## config.mk

```make
export PLATFORM = sky130hd
export DESIGN_NAME = pollard_rho_factor_finder_top
export DESIGN_NICKNAME = d
export VERILOG_FILES = /design/src/sv/prf_pkg.sv /design/src/sv/prf_modunit.sv /design/src/sv/prf_seq.sv /design/src/sv/pollard_rho_factor_finder_top.sv
export SDC_FILE = /design/constraint.sdc
export NUM_CORES = 2
export LEC_CHECK = 0
export BUFFER_PORTS_ARGS = -buffer_cell sky130_fd_sc_hd__buf_2
export CORE_MARGIN = 2
export CORE_UTILIZATION = 45
export DETAILED_ROUTE_END_ITERATION = 10
export SLEW_MARGIN = 10
export SYNTH_ARGS = -nofsm -noshare
export SYNTH_HDL_FRONTEND = slang
export SYNTH_SLANG_ARGS = --single-unit
```

## constraint.sdc

```tcl
create_clock -name clk_i -period 9.7 [get_ports clk_i]
set_input_delay 1.94 -clock clk_i [delete_from_list [all_inputs] [get_ports clk_i]]
set_output_delay 1.94 -clock clk_i [all_outputs]
set_load 0.02 [all_outputs]
```

## src/sv/prf_pkg.sv

```systemverilog
// ----------------------------------------------------------------------------
// prf_pkg
// shared types and codes of the pollard rho factor finder
// ----------------------------------------------------------------------------
package prf_pkg;

  // operations of the shared modular unit
  typedef enum logic [1:0] {
    OP_MOD,
    OP_MULMOD,
    OP_ADDMOD
  } op_e;

  localparam logic STATUS_FOUND  = 1'b0;
  localparam logic STATUS_FAILED = 1'b1;

endpackage

```

## src/sv/prf_modunit.sv

```systemverilog
// ----------------------------------------------------------------------------
// prf_modunit
// shared bit-serial modular unit: remainder, multiply-mod, add-mod
// ----------------------------------------------------------------------------
module prf_modunit import prf_pkg::*; #(
  parameter int unsigned WordBits = 32
) (
  input  logic                clk_i,
  input  logic                rst_ni,
  input  logic                start_i,
  input  op_e                 op_i,
  input  logic [WordBits-1:0] x_i,
  input  logic [WordBits-1:0] y_i,
  input  logic [WordBits-1:0] n_i,
  output logic                done_o,
  output logic [WordBits-1:0] res_o
);

  localparam int unsigned CntBits = $clog2(WordBits + 1);

  logic                busy_q, busy_d;
  logic                done_q, done_d;
  op_e                 op_q, op_d;
  logic [WordBits-1:0] r_q, r_d;
  logic [WordBits-1:0] x_q, x_d;
  logic [WordBits-1:0] y_q, y_d;
  logic [WordBits-1:0] n_q, n_d;
  logic [CntBits-1:0]  cnt_q, cnt_d;

  // r < n assumed; add_mod of r and v (v < n)
  function automatic logic [WordBits-1:0] add_mod(
    input logic [WordBits-1:0] r,
    input logic [WordBits-1:0] v,
    input logic [WordBits-1:0] n
  );
    logic [WordBits-1:0] room;
    room = n - v;
    if (r >= room) return r - room;
    return r + v;
  endfunction

  logic [WordBits:0]   sh;
  logic [WordBits-1:0] red;
  logic [WordBits-1:0] dbl;

  always_comb begin
    // restoring remainder step for OP_MOD
    sh  = {r_q, x_q[WordBits-1]};
    red = (sh >= {1'b0, n_q}) ? WordBits'(sh - {1'b0, n_q}) : sh[WordBits-1:0];
    dbl = add_mod(r_q, r_q, n_q);
  end

  always_comb begin
    busy_d = busy_q;
    done_d = 1'b0;
    op_d   = op_q;
    r_d    = r_q;
    x_d    = x_q;
    y_d    = y_q;
    n_d    = n_q;
    cnt_d  = cnt_q;
    if (start_i) begin
      busy_d = 1'b1;
      op_d   = op_i;
      r_d    = '0;
      x_d    = x_i;
      y_d    = y_i;
      n_d    = n_i;
      cnt_d  = CntBits'(WordBits);
      if (op_i == OP_ADDMOD) begin
        r_d    = add_mod(x_i, y_i, n_i);
        busy_d = 1'b0;
        done_d = 1'b1;
      end
    end else if (busy_q) begin
      unique case (op_q)
        OP_MOD: begin
          r_d = red;
          x_d = x_q << 1;
        end
        OP_MULMOD: begin
          r_d = y_q[WordBits-1] ? add_mod(dbl, x_q, n_q) : dbl;
          y_d = y_q << 1;
        end
        default: ;
      endcase
      cnt_d = cnt_q - 1'b1;
      if (cnt_q == CntBits'(1)) begin
        busy_d = 1'b0;
        done_d = 1'b1;
      end
    end
  end

  always_ff @(posedge clk_i or negedge rst_ni) begin
    if (!rst_ni) begin
      busy_q <= 1'b0;
      done_q <= 1'b0;
      op_q   <= OP_MOD;
      cnt_q  <= '0;
    end else begin
      busy_q <= busy_d;
      done_q <= done_d;
      op_q   <= op_d;
      cnt_q  <= cnt_d;
    end
  end

  always_ff @(posedge clk_i) begin
    r_q <= r_d;
    x_q <= x_d;
    y_q <= y_d;
    n_q <= n_d;
  end

  assign done_o = done_q;
  assign res_o  = r_q;

endmodule

```

## src/sv/prf_seq.sv

```systemverilog
// ----------------------------------------------------------------------------
// prf_seq
// sequencer: walker steps, difference and euclid gcd on the shared unit
// ----------------------------------------------------------------------------
module prf_seq import prf_pkg::*; #(
  parameter int unsigned WordBits = 32
) (
  input  logic                clk_i,
  input  logic                rst_ni,
  input  logic                in_valid_i,
  output logic                in_stall_o,
  input  logic [WordBits-1:0] modulus_i,
  input  logic [WordBits-1:0] increment_i,
  input  logic [WordBits-1:0] start_value_i,
  output logic                out_valid_o,
  input  logic                out_stall_i,
  output logic [WordBits-1:0] factor_o,
  output logic                status_o
);

  typedef enum logic [3:0] {
    S_IDLE, S_RED_A, S_RED_S, S_SQ, S_ADD, S_DIFF, S_GCD, S_GCD_WAIT, S_OUT
  } state_e;

  state_e              state_q;
  logic [WordBits-1:0] n_q, a_q, u_q, v_q, gx_q, gy_q, fac_q;
  logic [1:0]          step_q;
  logic                st_q;
  logic                start_q;
  op_e                 op_q;
  logic [WordBits-1:0] ux_q, uy_q;

  logic                done;
  logic [WordBits-1:0] res;
  logic [WordBits-1:0] unit_n;

  // the shared unit reads its modulus from n_q; for gcd it divides by gy_q
  assign unit_n = (state_q == S_GCD_WAIT) ? gy_q : n_q;

  prf_modunit #(.WordBits(WordBits)) u_unit (
    .clk_i  (clk_i),
    .rst_ni (rst_ni),
    .start_i(start_q),
    .op_i   (op_q),
    .x_i    (ux_q),
    .y_i    (uy_q),
    .n_i    (unit_n),
    .done_o (done),
    .res_o  (res)
  );

  logic in_acc;
  assign in_acc = in_valid_i && (state_q == S_IDLE);

  always_ff @(posedge clk_i or negedge rst_ni) begin
    if (!rst_ni) begin
      state_q <= S_IDLE;
      start_q <= 1'b0;
      op_q    <= OP_MOD;
      step_q  <= '0;
      n_q     <= '0;
      a_q     <= '0;
      u_q     <= '0;
      v_q     <= '0;
      gx_q    <= '0;
      gy_q    <= '0;
      fac_q   <= '0;
      st_q    <= STATUS_FOUND;
      ux_q    <= '0;
      uy_q    <= '0;
    end else begin
      start_q <= 1'b0;
      unique case (state_q)
        S_IDLE: if (in_acc) begin
          n_q <= modulus_i;
          if (modulus_i == WordBits'(4)) begin
            fac_q <= WordBits'(2); st_q <= STATUS_FOUND; state_q <= S_OUT;
          end else if (modulus_i < WordBits'(2)) begin
            fac_q <= modulus_i; st_q <= STATUS_FAILED; state_q <= S_OUT;
          end else begin
            ux_q <= increment_i; uy_q <= start_value_i;
            op_q <= OP_MOD; start_q <= 1'b1; state_q <= S_RED_A;
            gx_q <= start_value_i;
          end
        end
        S_RED_A: if (done) begin
          a_q <= res; ux_q <= gx_q; start_q <= 1'b1; state_q <= S_RED_S;
        end
        S_RED_S: if (done) begin
          u_q <= res; v_q <= res; step_q <= 2'd0;
          ux_q <= res; uy_q <= res; op_q <= OP_MULMOD; start_q <= 1'b1;
          state_q <= S_SQ;
        end
        S_SQ: if (done) begin
          ux_q <= res; uy_q <= a_q; op_q <= OP_ADDMOD; start_q <= 1'b1;
          state_q <= S_ADD;
        end
        S_ADD: if (done) begin
          // step 0: slow walker, steps 1 and 2: fast walker
          priority if (step_q == 2'd0) begin
            u_q <= res; ux_q <= v_q; uy_q <= v_q;
            op_q <= OP_MULMOD; start_q <= 1'b1; step_q <= 2'd1; state_q <= S_SQ;
          end else if (step_q == 2'd1) begin
            ux_q <= res; uy_q <= res;
            op_q <= OP_MULMOD; start_q <= 1'b1; step_q <= 2'd2; state_q <= S_SQ;
          end else begin
            v_q <= res; state_q <= S_DIFF;
          end
        end
        S_DIFF: begin
          gx_q    <= n_q;
          gy_q    <= (u_q >= v_q) ? u_q - v_q : n_q - (v_q - u_q);
          state_q <= S_GCD;
        end
        S_GCD: begin
          // gcd(d, n) computed as gcd(n, d) with remainders
          if (gy_q == '0) begin
            if (gx_q == WordBits'(1)) begin
              ux_q <= u_q; uy_q <= u_q; op_q <= OP_MULMOD; start_q <= 1'b1;
              step_q <= 2'd0; state_q <= S_SQ;
            end else begin
              fac_q   <= gx_q;
              st_q    <= (gx_q == n_q) ? STATUS_FAILED : STATUS_FOUND;
              state_q <= S_OUT;
            end
          end else begin
            ux_q <= gx_q; op_q <= OP_MOD; start_q <= 1'b1; state_q <= S_GCD_WAIT;
          end
        end
        S_GCD_WAIT: if (done) begin
          gx_q <= gy_q; gy_q <= res; state_q <= S_GCD;
        end
        S_OUT: if (!out_stall_i) state_q <= S_IDLE;
        default: state_q <= S_IDLE;
      endcase
    end
  end

  assign in_stall_o  = (state_q != S_IDLE);
  assign out_valid_o = (state_q == S_OUT);
  assign factor_o    = fac_q;
  assign status_o    = st_q;

endmodule

```

## src/sv/pollard_rho_factor_finder_top.sv

```systemverilog
// ----------------------------------------------------------------------------
// pollard_rho_factor_finder_top
// pollard rho divisor search with floyd cycle detection
// ----------------------------------------------------------------------------
// takes modulus n, increment a and seed s, walks x -> (x*x + a) mod n with a
// slow and a fast walker and returns gcd(u - v mod n, n) once it is not 1.
// status 0 means a proper divisor, 1 means the gcd equals n (retry with new
// a and s); n of 4 answers 2 at once, n below 2 answers n with status 1.
// one item at a time: every modular square is a bit-serial shift-add on one
// shared unit followed by an add-mod on the same unit; a round is three
// squares with their adds, the difference and a euclid gcd with one unit
// remainder per step, and two seed reductions come up front. the round count
// grows with the square root of the smallest prime factor. input stall is
// high from acceptance until the result transfer.
// ----------------------------------------------------------------------------
module pollard_rho_factor_finder_top import prf_pkg::*; #(
  parameter int unsigned WORD_BITS = 32
) (
  input  logic                 clk_i,
  input  logic                 rst_ni,
  input  logic                 in_valid_i,
  output logic                 in_stall_o,
  input  logic [WORD_BITS-1:0] modulus_i,
  input  logic [WORD_BITS-1:0] increment_i,
  input  logic [WORD_BITS-1:0] start_value_i,
  output logic                 out_valid_o,
  input  logic                 out_stall_i,
  output logic [WORD_BITS-1:0] factor_o,
  output logic                 status_o
);

  prf_seq #(.WordBits(WORD_BITS)) u_seq (
    .clk_i        (clk_i),
    .rst_ni       (rst_ni),
    .in_valid_i   (in_valid_i),
    .in_stall_o   (in_stall_o),
    .modulus_i    (modulus_i),
    .increment_i  (increment_i),
    .start_value_i(start_value_i),
    .out_valid_o  (out_valid_o),
    .out_stall_i  (out_stall_i),
    .factor_o     (factor_o),
    .status_o     (status_o)
  );

endmodule

```

==> run summary <==
status: completed
Cell Rows: 109
core area: 88400 um^2
asr flop ratio synth: 70.6%
die area: 91400 um^2
CTS H-Tree Depth: 2
Tmin final: 9320 ps
Most used DFF post-synth: dfrtp_1
crit path kind: reg -> reg
I/O Buffers: 134
pin count of the biggest net entering global routing: 133
final wirelength: 148 mm
vias in the first global route: 35547
DRC: 0
Min Hold Slack: 480 ps
# IOs: 135
area of the multi-input gates: 26500 um^2
worst stage delay on the critical path: 540 ps
FF-to-FF path depth: 43
initial antenna violation count: 1
dominant cells by area after synthesis: dfrtp_1 (19%), ha_1 (11%), edfxtp_1 (9.6%)
share of layout cells above drive strength 1: 10.3%
HPWL after DPL: 119 mm
worst-margin pin slew: 1180 ps
Max Fclk: 107 MHz
die height: 302 um
Worst path slowest cell: or4_4
setup violators final: 0
unique cell type count in the Yosys netlist: 99
ANT nets after route: 0
GRT Residual Overflow: 0
Max clock buf depth: 3
worst-path maximum fanout: 8
Final Cycle Share: 96.1%
fill cell count: 8624
worst hold path type: reg -> reg
final worst slack: 377 ps
MaxCap Viol Count: 0
Seq. cell area: 11600 um^2
Initial DRC Count: 3549
Final Hold Fails: 0
pre-CTS setup slack: -198 ps
Slew Viols, Final: 0
Yosys top cell area share: 19.2%
post-synth net total: 5413
clk sinks: 436
Wirelength per Cell: 23.6 um
hold path cells: 2
syn avg cell area: 8.12 um^2
relative slew slack: 21.1%
Setup crit end kind: flop
final std cells w/o fill: 6261
Syn Inst Count: 4936
nets@finish: 5527
RSZ-0062 raised after global routing: true
critical path required time: 10100 ps
CTS root buffer: clkbuf_16
Crit path top cell by count: a21o_1
drt pass-1 iters: 6
Die W: 302 um
clock skew: 24.6 ps
yosys warns: 0
overall global routing resource usage: 31.8%
first-pass GRT wire length: 220 mm
GPL Wtd Cong: 0.975
post-synth top area cell: dfrtp_1
synthesized flop and latch total: 436
Syn Std Cell Area: 40100 um^2
Worst-path clk slew: 60 ps
CTS Buf Count: 53
vias: 37713
CP Launch Type: flop
Critical Path AT: 9730 ps
Clk Latency, worst-skew pair: 660 ps
Area Growth Syn to Fin: 11.0%
Post-synth EDFFs: 128
sequential element share of the synthesized area: 28.8%
Initial Utilization: 45.3%
placed cell count: 6149
CTS tree: yes
vias per cell: 6.02
[layout make-up]
| class | count | share of cell area [%] |
|---|---|---|
| Antenna cell | 1 | 0.00563 |
| Timing Repair Buffer | 260 | 3.85 |
| Sequential cell | 436 | 26.0 |
| Clock buffer | 68 | 3.27 |
| Clock inverter | 32 | 0.639 |
| Tap cell | 1165 | 3.28 |
| Inverter | 409 | 3.45 |
| Multi-Input combinational cell | 3890 | 59.5 |
[state kept, by name (all words and copies together) (netlist names), 6 cells and up]
signal / cells
u_seq.u_unit.x_q: 32
u_seq.gx_q: 32
u_seq.factor_o: 32
u_seq.u_q: 32
u_seq.a_q: 32
u_seq.n_q: 32
u_seq.ux_q: 32
u_seq.u_unit.res_o: 32
u_seq.u_unit.cnt_q: 6
u_seq.u_unit.n_q: 32
u_seq.uy_q: 32
u_seq.u_unit.y_q: 32
u_seq.gy_q: 32
u_seq.v_q: 32
[what timing repair did]
action | 4_1_cts | 5_1_grt
hold buffers | 0 | 0
endpoints found under the hold margin | 0 | 0
pin swaps | 2 | 12
setup endpoints to repair | 18 | 32
buffers inserted | 1 | 7
gates resized for setup | 5 | 38
gates cloned | 1 | 2
[metal layers]
layer | track usage [%] | share of wire, % | wire length, um | up-vias
li1 | - | - | - | 18029
met1 | 45.4 | 45 | 66800 | 18086
met2 | 50.0 | 44 | 65200 | 1394
met3 | 3.95 | 7.2 | 10700 | 204
met4 | 10.4 | 3.6 | 5300 | 0
met5 | 0 | 0 | 0 | -
[cell usage in the layout (no fill, tap or decap), types with 58 or more instances in the layout]
| cell type | synthesis | final |
|---|---|---|
| nor3_1 | 84 | 82 |
| mux2_2 | 70 | 70 |
| buf_2 | 7 | 133 |
| edfxtp_1 | 128 | 128 |
| ha_1 | 338 | 333 |
| nor2_1 | 323 | 318 |
| a21o_1 | 130 | 130 |
| nand3_1 | 96 | 93 |
| inv_1 | 406 | 406 |
| a21oi_1 | 382 | 369 |
| o21ai_0 | 534 | 529 |
| a221o_1 | 58 | 58 |
| nand2_1 | 585 | 584 |
| xnor2_1 | 205 | 205 |
| buf_4 | 2 | 119 |
| xor2_1 | 111 | 111 |
| dfrtp_1 | 308 | 306 |
[cells in the mapped netlist, types with 24 or more instances]
master    count
nand2_1     585
o21ai_0     534
inv_1       406
a21oi_1     382
ha_1        338
nor2_1      323
dfrtp_1     308
xnor2_1     205
clkbuf_1    170
a21o_1      130
edfxtp_1    128
xor2_1      111
nand3_1      96
nor3_1       84
mux2_2       70
a221o_1      58
mux2i_1      56
nand2b_1     55
nand4_1      46
o21bai_1     45
a22oi_1      44
o211ai_1     44
and3_1       43
a211oi_1     42
o21a_1       40
fa_1         39
nor2b_1      39
nor4_1       36
o31ai_1      36
a31oi_1      30
o22ai_1      27
or3_1        26
and2_1       24
[cell families after synthesis]
logic type / synth area share, %
compound gates: 25.8
simple gates: 16.2
buf+inv: 5.86
flops: 28.8
fa+ha+maj: 12.9
xor+xnor: 7.00
mux: 3.43
[stage by stage]
step / cell area, um^2 / setup TNS, ps / util [%]
2_1_floorplan: 40100 / 0 / -
3_3_place_gp: 42400 / -216 / 48.0
3_5_place_dp: 42400 / -1450 / 48.0
4_1_cts: 44200 / 0 / 50.1
5_1_grt: 44500 / -143 / 50.3
6_report: 44500 / 0 / 50.3
[path summary, 6_finish.rpt]
kind                                startpoint                endpoint  slack [ps]
max reg2reg                u_seq.u_unit.n_q[0]  u_seq.u_unit.res_o[25]         380
max                        u_seq.u_unit.n_q[0]  u_seq.u_unit.res_o[25]         380
min in group asynchronous               rst_ni          u_seq.uy_q[28]        1250
min                          u_seq.factor_o[0]       u_seq.factor_o[0]         480
max in group asynchronous               rst_ni        u_seq.state_q[1]        6550
min reg2reg                  u_seq.factor_o[0]       u_seq.factor_o[0]         480
[worst max-delay path: cells and delay by family (launching register included)]
kind	cells	cell delay, ps
AO/OA/AOI/OAI	25	4610
AND/OR/NAND/NOR	8	2090
adder cells (fa/ha/maj)	4	1160
buffers and inverters	4	540
flip-flops	1	400
multiplexers	1	210
XOR/XNOR	1	80
Power is left out: the tool's default activity adds up to more than one toggle a clock period on the data nets, which glitch-free logic cannot reach.
